--- src/hw/rtl/okvt_pkg.sv ---
// ----------------------------------------------------------------------------
// okvt_pkg
// Shared types and constants of the ordered key-value table.
// ----------------------------------------------------------------------------
package okvt_pkg;

    localparam int DEPTH_DEF       = 16;
    localparam int KEY_WIDTH_DEF   = 32;
    localparam int VALUE_WIDTH_DEF = 32;

    localparam int FIELD_W = 32;
    localparam int CMD_W   = 3;
    localparam int POS_W   = 4;
    localparam int COUNT_W = 5;

    typedef enum logic [CMD_W-1:0] {
        CMD_INSERT   = 3'd0,
        CMD_DELETE   = 3'd1,
        CMD_EXISTS   = 3'd2,
        CMD_RENAME   = 3'd3,
        CMD_READ     = 3'd4,
        CMD_WRITE    = 3'd5,
        CMD_READ_POS = 3'd6,
        CMD_CLEAR    = 3'd7
    } cmd_t;

    typedef enum logic [1:0] {
        ST_OK        = 2'd0,
        ST_NOT_FOUND = 2'd1,
        ST_DUPLICATE = 2'd2,
        ST_FULL      = 2'd3
    } status_t;

    typedef enum logic [2:0] {
        S_IDLE,
        S_SCAN,
        S_SHIFT,
        S_POS,
        S_FINISH
    } state_t;

    typedef struct packed {
        logic load;
        logic step;
        logic shift_wr;
        logic capture;
        logic shift_start;
        logic pos_read;
        logic commit;
    } dp_ctrl_t;

    typedef struct packed {
        logic hit;
        logic drained;
        logic out_free;
        cmd_t req_cmd;
    } dp_stat_t;

endpackage

--- src/hw/rtl/okvt_ctrl.sv ---
// ----------------------------------------------------------------------------
// okvt_ctrl
// Request sequencer: scan, shift, position read and result commit.
// ----------------------------------------------------------------------------
module okvt_ctrl
    import okvt_pkg::*;
(
    input  logic             clk,
    input  logic             rst_n,
    input  logic             in_valid,
    output logic             in_ready,
    input  logic [CMD_W-1:0] cmd,
    input  dp_stat_t         stat,
    output dp_ctrl_t         ctrl
);

    state_t state_reg;
    state_t state_next;
    cmd_t   cmd_in;

    assign cmd_in = cmd_t'(cmd);

    always_ff @(posedge clk or negedge rst_n)
    begin
        if (!rst_n)
        begin
            state_reg <= S_IDLE;
        end
        else
        begin
            state_reg <= state_next;
        end
    end

    always_comb
    begin
        state_next = state_reg;
        case (state_reg)
            S_IDLE:
            begin
                if (in_valid)
                begin
                    case (cmd_in)
                        CMD_CLEAR:    state_next = S_FINISH;
                        CMD_READ_POS: state_next = S_POS;
                        default:      state_next = S_SCAN;
                    endcase
                end
            end
            S_SCAN:
            begin
                if (stat.hit)
                begin
                    state_next = (stat.req_cmd == CMD_DELETE) ? S_SHIFT : S_FINISH;
                end
                else if (stat.drained)
                begin
                    state_next = S_FINISH;
                end
            end
            S_SHIFT:
            begin
                if (stat.drained)
                begin
                    state_next = S_FINISH;
                end
            end
            S_POS:
            begin
                state_next = S_FINISH;
            end
            S_FINISH:
            begin
                if (stat.out_free)
                begin
                    state_next = S_IDLE;
                end
            end
            default:
            begin
                state_next = S_IDLE;
            end
        endcase
    end

    always_comb
    begin
        ctrl     = '0;
        in_ready = 1'b0;
        case (state_reg)
            S_IDLE:
            begin
                in_ready  = 1'b1;
                ctrl.load = in_valid;
            end
            S_SCAN:
            begin
                if (stat.hit)
                begin
                    ctrl.capture     = 1'b1;
                    ctrl.shift_start = (stat.req_cmd == CMD_DELETE);
                end
                else if (!stat.drained)
                begin
                    ctrl.step = 1'b1;
                end
            end
            S_SHIFT:
            begin
                ctrl.step     = 1'b1;
                ctrl.shift_wr = 1'b1;
            end
            S_POS:
            begin
                ctrl.pos_read = 1'b1;
            end
            S_FINISH:
            begin
                ctrl.commit = stat.out_free;
            end
            default:
            begin
                ctrl = '0;
            end
        endcase
    end

endmodule

--- src/hw/rtl/okvt_datapath.sv ---
// ----------------------------------------------------------------------------
// okvt_datapath
// Entry memories, scan and shift pipeline, entry count and result register.
// ----------------------------------------------------------------------------
module okvt_datapath
    import okvt_pkg::*;
#(
    parameter int DEPTH       = DEPTH_DEF,
    parameter int KEY_WIDTH   = KEY_WIDTH_DEF,
    parameter int VALUE_WIDTH = VALUE_WIDTH_DEF
)
(
    input  logic               clk,
    input  logic               rst_n,
    input  dp_ctrl_t           ctrl,
    output dp_stat_t           stat,
    input  logic [CMD_W-1:0]   cmd,
    input  logic [FIELD_W-1:0] key,
    input  logic [FIELD_W-1:0] new_key,
    input  logic [FIELD_W-1:0] value,
    input  logic [POS_W-1:0]   position,
    output logic               out_valid,
    input  logic               out_ready,
    output logic [1:0]         status,
    output logic               found,
    output logic [FIELD_W-1:0] key_out,
    output logic [FIELD_W-1:0] value_out,
    output logic [COUNT_W-1:0] count
);

    localparam int IW  = $clog2(DEPTH);
    localparam int CW  = $clog2(DEPTH + 1);
    localparam int PCW = (CW > POS_W) ? CW : POS_W;

    logic [KEY_WIDTH-1:0]   entry_keys   [DEPTH];
    logic [VALUE_WIDTH-1:0] entry_values [DEPTH];

    cmd_t                   req_cmd_reg;
    logic [KEY_WIDTH-1:0]   req_key_reg;
    logic [KEY_WIDTH-1:0]   req_new_key_reg;
    logic [VALUE_WIDTH-1:0] req_value_reg;
    logic [POS_W-1:0]       req_pos_reg;

    logic [CW-1:0]          count_reg;
    logic [CW-1:0]          count_next;
    logic [CW-1:0]          scan_idx_reg;
    logic                   cmp_valid_reg;
    logic [IW-1:0]          cmp_idx_reg;

    logic                   found_reg;
    logic [IW-1:0]          hit_idx_reg;
    logic [VALUE_WIDTH-1:0] hit_value_reg;

    logic [KEY_WIDTH-1:0]   rd_key_reg;
    logic [VALUE_WIDTH-1:0] rd_value_reg;

    logic                   out_valid_reg;
    status_t                status_reg;
    logic                   found_out_reg;
    logic [KEY_WIDTH-1:0]   key_out_reg;
    logic [VALUE_WIDTH-1:0] value_out_reg;
    logic [COUNT_W-1:0]     count_out_reg;

    logic                   issue;
    logic                   rd_en;
    logic [IW-1:0]          rd_addr;
    logic                   hit;
    logic                   full;
    logic                   pos_ok;
    logic                   shift_we;

    status_t                res_status;
    logic                   res_found;
    logic [KEY_WIDTH-1:0]   res_key;
    logic [VALUE_WIDTH-1:0] res_value;
    logic                   cm_key_we;
    logic                   cm_val_we;
    logic [IW-1:0]          cm_addr;
    logic [KEY_WIDTH-1:0]   cm_key;

    logic                   key_we;
    logic                   val_we;
    logic [IW-1:0]          wr_addr;
    logic [KEY_WIDTH-1:0]   wr_key;
    logic [VALUE_WIDTH-1:0] wr_value;

    assign issue   = ctrl.step && (scan_idx_reg < count_reg);
    assign rd_en   = issue || ctrl.pos_read;
    assign rd_addr = ctrl.pos_read ? IW'(req_pos_reg) : scan_idx_reg[IW-1:0];
    assign hit     = cmp_valid_reg && (rd_key_reg == req_key_reg);
    assign full    = (count_reg >= CW'(DEPTH));
    assign pos_ok  = (PCW'(req_pos_reg) < PCW'(count_reg));

    assign stat.hit      = hit;
    assign stat.drained  = !cmp_valid_reg && (scan_idx_reg >= count_reg);
    assign stat.out_free = !out_valid_reg || out_ready;
    assign stat.req_cmd  = req_cmd_reg;

    always_ff @(posedge clk)
    begin
        if (ctrl.load)
        begin
            req_cmd_reg     <= cmd_t'(cmd);
            req_key_reg     <= KEY_WIDTH'(key);
            req_new_key_reg <= KEY_WIDTH'(new_key);
            req_value_reg   <= VALUE_WIDTH'(value);
            req_pos_reg     <= position;
        end
    end

    always_ff @(posedge clk or negedge rst_n)
    begin
        if (!rst_n)
        begin
            scan_idx_reg  <= '0;
            cmp_valid_reg <= 1'b0;
            cmp_idx_reg   <= '0;
        end
        else if (ctrl.load)
        begin
            scan_idx_reg  <= '0;
            cmp_valid_reg <= 1'b0;
        end
        else if (ctrl.shift_start)
        begin
            scan_idx_reg  <= CW'(cmp_idx_reg) + CW'(1);
            cmp_valid_reg <= 1'b0;
        end
        else if (ctrl.step)
        begin
            cmp_valid_reg <= issue;
            if (issue)
            begin
                scan_idx_reg <= scan_idx_reg + CW'(1);
                cmp_idx_reg  <= scan_idx_reg[IW-1:0];
            end
        end
    end

    always_ff @(posedge clk or negedge rst_n)
    begin
        if (!rst_n)
        begin
            found_reg <= 1'b0;
        end
        else if (ctrl.load)
        begin
            found_reg <= 1'b0;
        end
        else if (ctrl.capture)
        begin
            found_reg <= 1'b1;
        end
    end

    always_ff @(posedge clk)
    begin
        if (ctrl.capture)
        begin
            hit_idx_reg   <= cmp_idx_reg;
            hit_value_reg <= rd_value_reg;
        end
    end

    always_comb
    begin
        res_status = ST_OK;
        res_found  = 1'b0;
        res_key    = '0;
        res_value  = '0;
        count_next = count_reg;
        cm_key_we  = 1'b0;
        cm_val_we  = 1'b0;
        cm_addr    = hit_idx_reg;
        cm_key     = req_new_key_reg;
        case (req_cmd_reg)
            CMD_INSERT:
            begin
                if (found_reg)
                begin
                    res_status = ST_DUPLICATE;
                    res_found  = 1'b1;
                    res_value  = hit_value_reg;
                end
                else if (full)
                begin
                    res_status = ST_FULL;
                end
                else
                begin
                    cm_key_we  = 1'b1;
                    cm_val_we  = 1'b1;
                    cm_addr    = count_reg[IW-1:0];
                    cm_key     = req_key_reg;
                    count_next = count_reg + CW'(1);
                end
            end
            CMD_DELETE:
            begin
                if (found_reg)
                begin
                    res_found  = 1'b1;
                    res_value  = hit_value_reg;
                    count_next = count_reg - CW'(1);
                end
                else
                begin
                    res_status = ST_NOT_FOUND;
                end
            end
            CMD_EXISTS, CMD_READ:
            begin
                if (found_reg)
                begin
                    res_found = 1'b1;
                    res_value = hit_value_reg;
                end
                else
                begin
                    res_status = ST_NOT_FOUND;
                end
            end
            CMD_RENAME:
            begin
                if (found_reg)
                begin
                    res_found = 1'b1;
                    res_value = hit_value_reg;
                    cm_key_we = 1'b1;
                end
                else
                begin
                    res_status = ST_NOT_FOUND;
                end
            end
            CMD_WRITE:
            begin
                if (found_reg)
                begin
                    res_found = 1'b1;
                    res_value = req_value_reg;
                    cm_val_we = 1'b1;
                end
                else
                begin
                    res_status = ST_NOT_FOUND;
                end
            end
            CMD_READ_POS:
            begin
                if (pos_ok)
                begin
                    res_found = 1'b1;
                    res_key   = rd_key_reg;
                    res_value = rd_value_reg;
                end
                else
                begin
                    res_status = ST_FULL;
                end
            end
            CMD_CLEAR:
            begin
                count_next = '0;
            end
            default:
            begin
                res_status = ST_OK;
            end
        endcase
    end

    assign shift_we = ctrl.shift_wr && cmp_valid_reg;
    assign key_we   = shift_we || (ctrl.commit && cm_key_we);
    assign val_we   = shift_we || (ctrl.commit && cm_val_we);
    assign wr_addr  = shift_we ? (cmp_idx_reg - IW'(1)) : cm_addr;
    assign wr_key   = shift_we ? rd_key_reg : cm_key;
    assign wr_value = shift_we ? rd_value_reg : req_value_reg;

    always_ff @(posedge clk)
    begin
        if (key_we)
        begin
            entry_keys[wr_addr] <= wr_key;
        end
        if (val_we)
        begin
            entry_values[wr_addr] <= wr_value;
        end
        if (rd_en)
        begin
            rd_key_reg   <= entry_keys[rd_addr];
            rd_value_reg <= entry_values[rd_addr];
        end
    end

    always_ff @(posedge clk or negedge rst_n)
    begin
        if (!rst_n)
        begin
            count_reg <= '0;
        end
        else if (ctrl.commit)
        begin
            count_reg <= count_next;
        end
    end

    always_ff @(posedge clk or negedge rst_n)
    begin
        if (!rst_n)
        begin
            out_valid_reg <= 1'b0;
        end
        else if (ctrl.commit)
        begin
            out_valid_reg <= 1'b1;
        end
        else if (out_ready)
        begin
            out_valid_reg <= 1'b0;
        end
    end

    always_ff @(posedge clk)
    begin
        if (ctrl.commit)
        begin
            status_reg    <= res_status;
            found_out_reg <= res_found;
            key_out_reg   <= res_key;
            value_out_reg <= res_value;
            count_out_reg <= COUNT_W'(count_next);
        end
    end

    assign out_valid = out_valid_reg;
    assign status    = status_reg;
    assign found     = found_out_reg;
    assign key_out   = FIELD_W'(key_out_reg);
    assign value_out = FIELD_W'(value_out_reg);
    assign count     = count_out_reg;

endmodule

--- src/hw/rtl/ordered_key_value_table_top.sv ---
// ----------------------------------------------------------------------------
// ordered_key_value_table_top
// Key-value table kept in insertion order, searched key by key.
// ----------------------------------------------------------------------------
// Requests enter on the in channel (cmd, key, new_key, value, position) and
// each one produces exactly one result on the out channel (status, found,
// key_out, value_out, count). Both channels use valid/ready.
// A key lookup reads one stored entry per cycle from the oldest one on and
// stops at the first hit, or once every entry is compared on a miss; an
// insert of a new key is a miss. A delete then moves every later entry down
// one place at one entry per cycle. Read position reads only the entry at
// that position, and clear goes straight to its result. The entry memory
// has a single read port. One request is in work at a time, and the next
// request is taken in the cycle after a result is issued.
// The result sits in an output register: while the receiver stalls, the next
// request is still accepted and worked on, and it waits at its final step
// until the held result is taken.
// Reset empties the table at once; stored entries are not cleared.
// ----------------------------------------------------------------------------
module ordered_key_value_table_top
    import okvt_pkg::*;
#(
    parameter int DEPTH       = DEPTH_DEF,
    parameter int KEY_WIDTH   = KEY_WIDTH_DEF,
    parameter int VALUE_WIDTH = VALUE_WIDTH_DEF
)
(
    input  logic               clk,
    input  logic               rst_n,
    input  logic               in_valid,
    output logic               in_ready,
    input  logic [CMD_W-1:0]   cmd,
    input  logic [FIELD_W-1:0] key,
    input  logic [FIELD_W-1:0] new_key,
    input  logic [FIELD_W-1:0] value,
    input  logic [POS_W-1:0]   position,
    output logic               out_valid,
    input  logic               out_ready,
    output logic [1:0]         status,
    output logic               found,
    output logic [FIELD_W-1:0] key_out,
    output logic [FIELD_W-1:0] value_out,
    output logic [COUNT_W-1:0] count
);

    dp_ctrl_t ctrl;
    dp_stat_t stat;

    okvt_ctrl u_ctrl (
        .clk      (clk),
        .rst_n    (rst_n),
        .in_valid (in_valid),
        .in_ready (in_ready),
        .cmd      (cmd),
        .stat     (stat),
        .ctrl     (ctrl)
    );

    okvt_datapath #(
        .DEPTH       (DEPTH),
        .KEY_WIDTH   (KEY_WIDTH),
        .VALUE_WIDTH (VALUE_WIDTH)
    ) u_datapath (
        .clk       (clk),
        .rst_n     (rst_n),
        .ctrl      (ctrl),
        .stat      (stat),
        .cmd       (cmd),
        .key       (key),
        .new_key   (new_key),
        .value     (value),
        .position  (position),
        .out_valid (out_valid),
        .out_ready (out_ready),
        .status    (status),
        .found     (found),
        .key_out   (key_out),
        .value_out (value_out),
        .count     (count)
    );

    a_accept_busy: assert property (@(posedge clk) disable iff (!rst_n)
        in_valid && in_ready |=> !in_ready)
        else $error("request accepted while a request is in work");

    a_count_bound: assert property (@(posedge clk) disable iff (!rst_n)
        out_valid |-> (count <= DEPTH))
        else $error("entry count beyond table depth");

    a_found_status: assert property (@(posedge clk) disable iff (!rst_n)
        out_valid && found |-> (status == ST_OK) || (status == ST_DUPLICATE))
        else $error("found set with a failing status");

    a_miss_clean: assert property (@(posedge clk) disable iff (!rst_n)
        out_valid && (status == ST_NOT_FOUND) |-> !found && (value_out == '0))
        else $error("miss carries found or a value");

endmodule

--- config.mk ---
export PLATFORM = sky130hd
export DESIGN_NAME = ordered_key_value_table_top
export DESIGN_NICKNAME = d
export VERILOG_FILES = /design/src/hw/rtl/okvt_pkg.sv /design/src/hw/rtl/okvt_ctrl.sv /design/src/hw/rtl/okvt_datapath.sv /design/src/hw/rtl/ordered_key_value_table_top.sv
export SDC_FILE = /design/constraint.sdc
export NUM_CORES = 2
export LEC_CHECK = 0
export ABC_AREA = 0
export BUFFER_PORTS_ARGS = -buffer_cell sky130_fd_sc_hd__buf_4
export CAP_MARGIN = 20
export CORE_MARGIN = 2
export CORE_UTILIZATION = 25
export CTS_CLUSTER_DIAMETER = 60
export DETAILED_ROUTE_END_ITERATION = 16
export GPL_TIMING_DRIVEN = 0
export MAX_ROUTING_LAYER = met4
export PLACE_DENSITY_LB_ADDON = 0.1
export SYNTH_ARGS = -nofsm -noshare
export SYNTH_HDL_FRONTEND = slang
export SYNTH_HIERARCHICAL = 1
export SYNTH_SLANG_ARGS = --single-unit
--- constraint.sdc ---
create_clock -name clk -period 9.9 [get_ports clk]
set_input_delay 1.485 -clock clk [delete_from_list [all_inputs] [get_ports clk]]
set_output_delay 1.485 -clock clk [all_outputs]
set_load 0.05 [all_outputs]
==> flow_summary.ini <==
[setup_path]
critical_path.cell_chain = buf_4 > nand2b_1 > and3_4 > buf_16 > clkbuf_1 > a21bo_2 > a211oi_1 > a21boi_0 > o21ai_0 > buf_4 > nor2_4 > buf_16 > buf_16
cp_slowest_stage_delay_ps = 600
cpMaxStageDelayCell = and3_4
crit_arrival_ps = 5980
cp-end-kind = register
worst_ep_required_time_ps = 10400
crit_path_frequent_cell = buf_16
cp-start-kind = input port
cp_top_family = buffers and inverters
crit_fanout = 46
critical_path_class = in -> reg
path_buf_inv = 6

[cts]
cts_tree = done
cts_buffer_depth = 3
ctsResizeCount = 0
clk_pin_slew_ps = 50
clk_latency_ps = 800
cts_setup_buffers = 0
htree_levels = 4
cts_hold_buf = 0
numClockSinks = 1319
cts_buffers = 163
clock_tree.root_cell = clkbuf_16

[floorplanning]
num_rows = 165
core_um2 = 202100
die_h_um = 454.7
start_util_pct = 25.12
ioPinCount = 181
dieArea_um2 = 206700
die_width_um = 454.7

[synth]
avgSynthCellArea_um2 = 20.86
synth.largest_area_cell = edfxtp_1
synth_cell_types = 66
synth_flop_cell = edfxtp_1
netlist.area_leader.share_pct = 76.82
netlist_area_um2 = 50780
synthCells = 2434
async_flop_share_pct = 1.516
ys_top_cells_by_count = 1299 x edfxtp_1, 256 x mux4_2, 130 x a22oi_1
ys_ff_latch = 1319
synthTopCellsByArea = edfxtp_1 77%, mux4_2 11%, a22oi_1 1.9%, dfrtp_1 0.99%, mux2_2 0.91%
syn_nets = 2553
ys_seq_area_share_pct = 77.81
synth-edff-count = 1299
yosys_warnings = 6
yosysMostFrequentCell = edfxtp_1

[place]
dp_slack_ps = 3592
portBuffers = 180
dp_hpwl_mm = 105.7
gp_congestion = 0.7556
post_dp_cell_area_um2 = 57550
dp_cells = 5370

[timing]
relSlewSlack_pct = 24.96
period_needed_ps = 5487
finClkSkew_ps = 28.12
setup_viol = 0
timing_hold_violations_final = 0
fin_ws_ps = 4413
grt_setup_unrepaired = no
slew_violations = 0
max_freq_ghz = 0.1822
fin_crit_sh_pct = 55.43
finalHoldWorstSlack_ps = 463.6
tightest_slew_ps = 1126
tns_ps = 0

[pwr]
p_int_uw = 11600
power.leakage_uw = 0.02061
clkPwrFrac_pct = 34.6
ir_drop_mv = 0.1946
swShare_pct = 30.14
power_switching_uw = 5004
comb_power_share_pct = 23.8
cellPowerDensity_nw_per_um2 = 264.2
seqPwrFrac_pct = 41.6

[grt]
grt_antenna_before_repair = 5
grt_usage_pct = 15.77
grt-ovfl-total = 0
grt_pass1_wl_mm = 219.3
first_global_vias = 27820
grt_max_degree = 59

[drt]
wl_per_cell_um = 27.93
dr_total_vias = 25970
antenna_left = 0
firstDrtPassIters = 7
wl_mm = 158.6
avgViaCountPerCell = 4.573
drt_iter0_drc = 2126
drc = 0

[flow_run]
cap_violations = 0

[finish]
nFillCells = 19470
reg_top3 = u_datapath/entry_keys x512, u_datapath/entry_values x512
drive_gt1_share_pct = 30.24
fin_area_um2 = 62850
final_net_count = 3000
area.growth.synth_to_final_pct = 23.78
stdcell_count = 5679

[outcome]
outcome = finished, final reports clean

[min_path]
hp-class = reg -> reg
## routing by layer
layer / up-vias / track usage, % / part of all wire, %
li1: 11030 / - / -
met1: 14090 / 19.57 / 42
met2: 626 / 26.43 / 51
met3: 231 / 2.693 / 4.2
met4: 0 / 4.486 / 2.6
met5: - / - / 0
## power by group through the flow
stage          logic [uW]  clock network [uW]  registers, uW
2_1_floorplan        2260                   0           7190
3_3_place_gp         3870                   0           7090
3_5_place_dp         4030                   0           7040
4_1_cts              4050                5940           6920
5_1_grt              4270                6140           6930
6_report             3950                5740           6910
## kinds of logic after synthesis
logic type	after synthesis	synth area share [%]
AND/OR/NAND/NOR	283	2.661
multiplexers	333	12.97
flip-flops	1319	77.81
AO/OA/AOI/OAI	303	4.275
buffers and inverters	148	1.368
adder cells (fa/ha/maj)	12	0.2957
XOR/XNOR	36	0.6209
## area by class of cell
| class | instances | area (um2) | area share (%) |
|---|---|---|---|
| inverter | 18 | 67.56 | 0.1075 |
| clock buffer | 201 | 4222 | 6.717 |
| multi-input combinational | 967 | 10900 | 17.34 |
| buffer | 130 | 630.6 | 1.003 |
| clock inverter | 89 | 937.1 | 1.491 |
| tap | 2672 | 3343 | 5.319 |
| antenna | 1 | 2.502 | 0.003982 |
| timing repair buffer | 282 | 3242 | 5.158 |
| sequential | 1319 | 39510 | 62.86 |
## stage by stage
stage	util (%)	total power, uW
after floorplan	-	9451
after global placement	27.45	10960
after detailed placement	28.47	11070
after CTS	31.02	16910
after global routing	31.10	17330
final	31.10	16600
## cell usage in the layout, fill, tap and decap left out, types with 12 or more instances in the layout
master	synthesis	routed
buf_2	21	21
a22o_1	32	32
ha_1	12	12
clkbuf_1	64	99
nor2_1	86	54
mux2_2	41	41
a21oi_1	43	43
buf_1	17	17
mux2i_1	36	36
buf_4	26	234
o21ai_0	20	20
and2_1	37	35
bufinv_16	0	12
clkinv_2	0	21
a21o_1	35	35
mux4_2	256	256
nand3_1	13	13
clkinv_1	1	27
buf_16	0	36
nand2_1	90	90
nand4_1	13	13
buf_12	0	26
xnor2_1	30	30
a22oi_1	130	130
dfrtp_1	20	20
inv_1	17	17
nand2b_1	15	15
nor2_4	0	32
clkbuf_16	0	163
edfxtp_1	1299	1299
## path summary, 6_finish.rpt
check | cells after the start | slack (ps) | to | start
max reg2reg | 12 | 4850 | u_datapath/entry_values[7][12] | u_datapath/out_valid
min | 0 | 460 | u_datapath/hit_idx_reg[2] | u_datapath/cmp_idx_reg[2]
min reg2reg | 0 | 460 | u_datapath/hit_idx_reg[2] | u_datapath/cmp_idx_reg[2]
max | 13 | 4410 | u_datapath/entry_values[7][12] | out_ready
min in group asynchronous | 1 | 610 | u_datapath/cmp_idx_reg[2] | rst_n
max in group asynchronous | 1 | 9030 | u_datapath/scan_idx_reg[4] | rst_n
(Power assumes the default switching activity.)
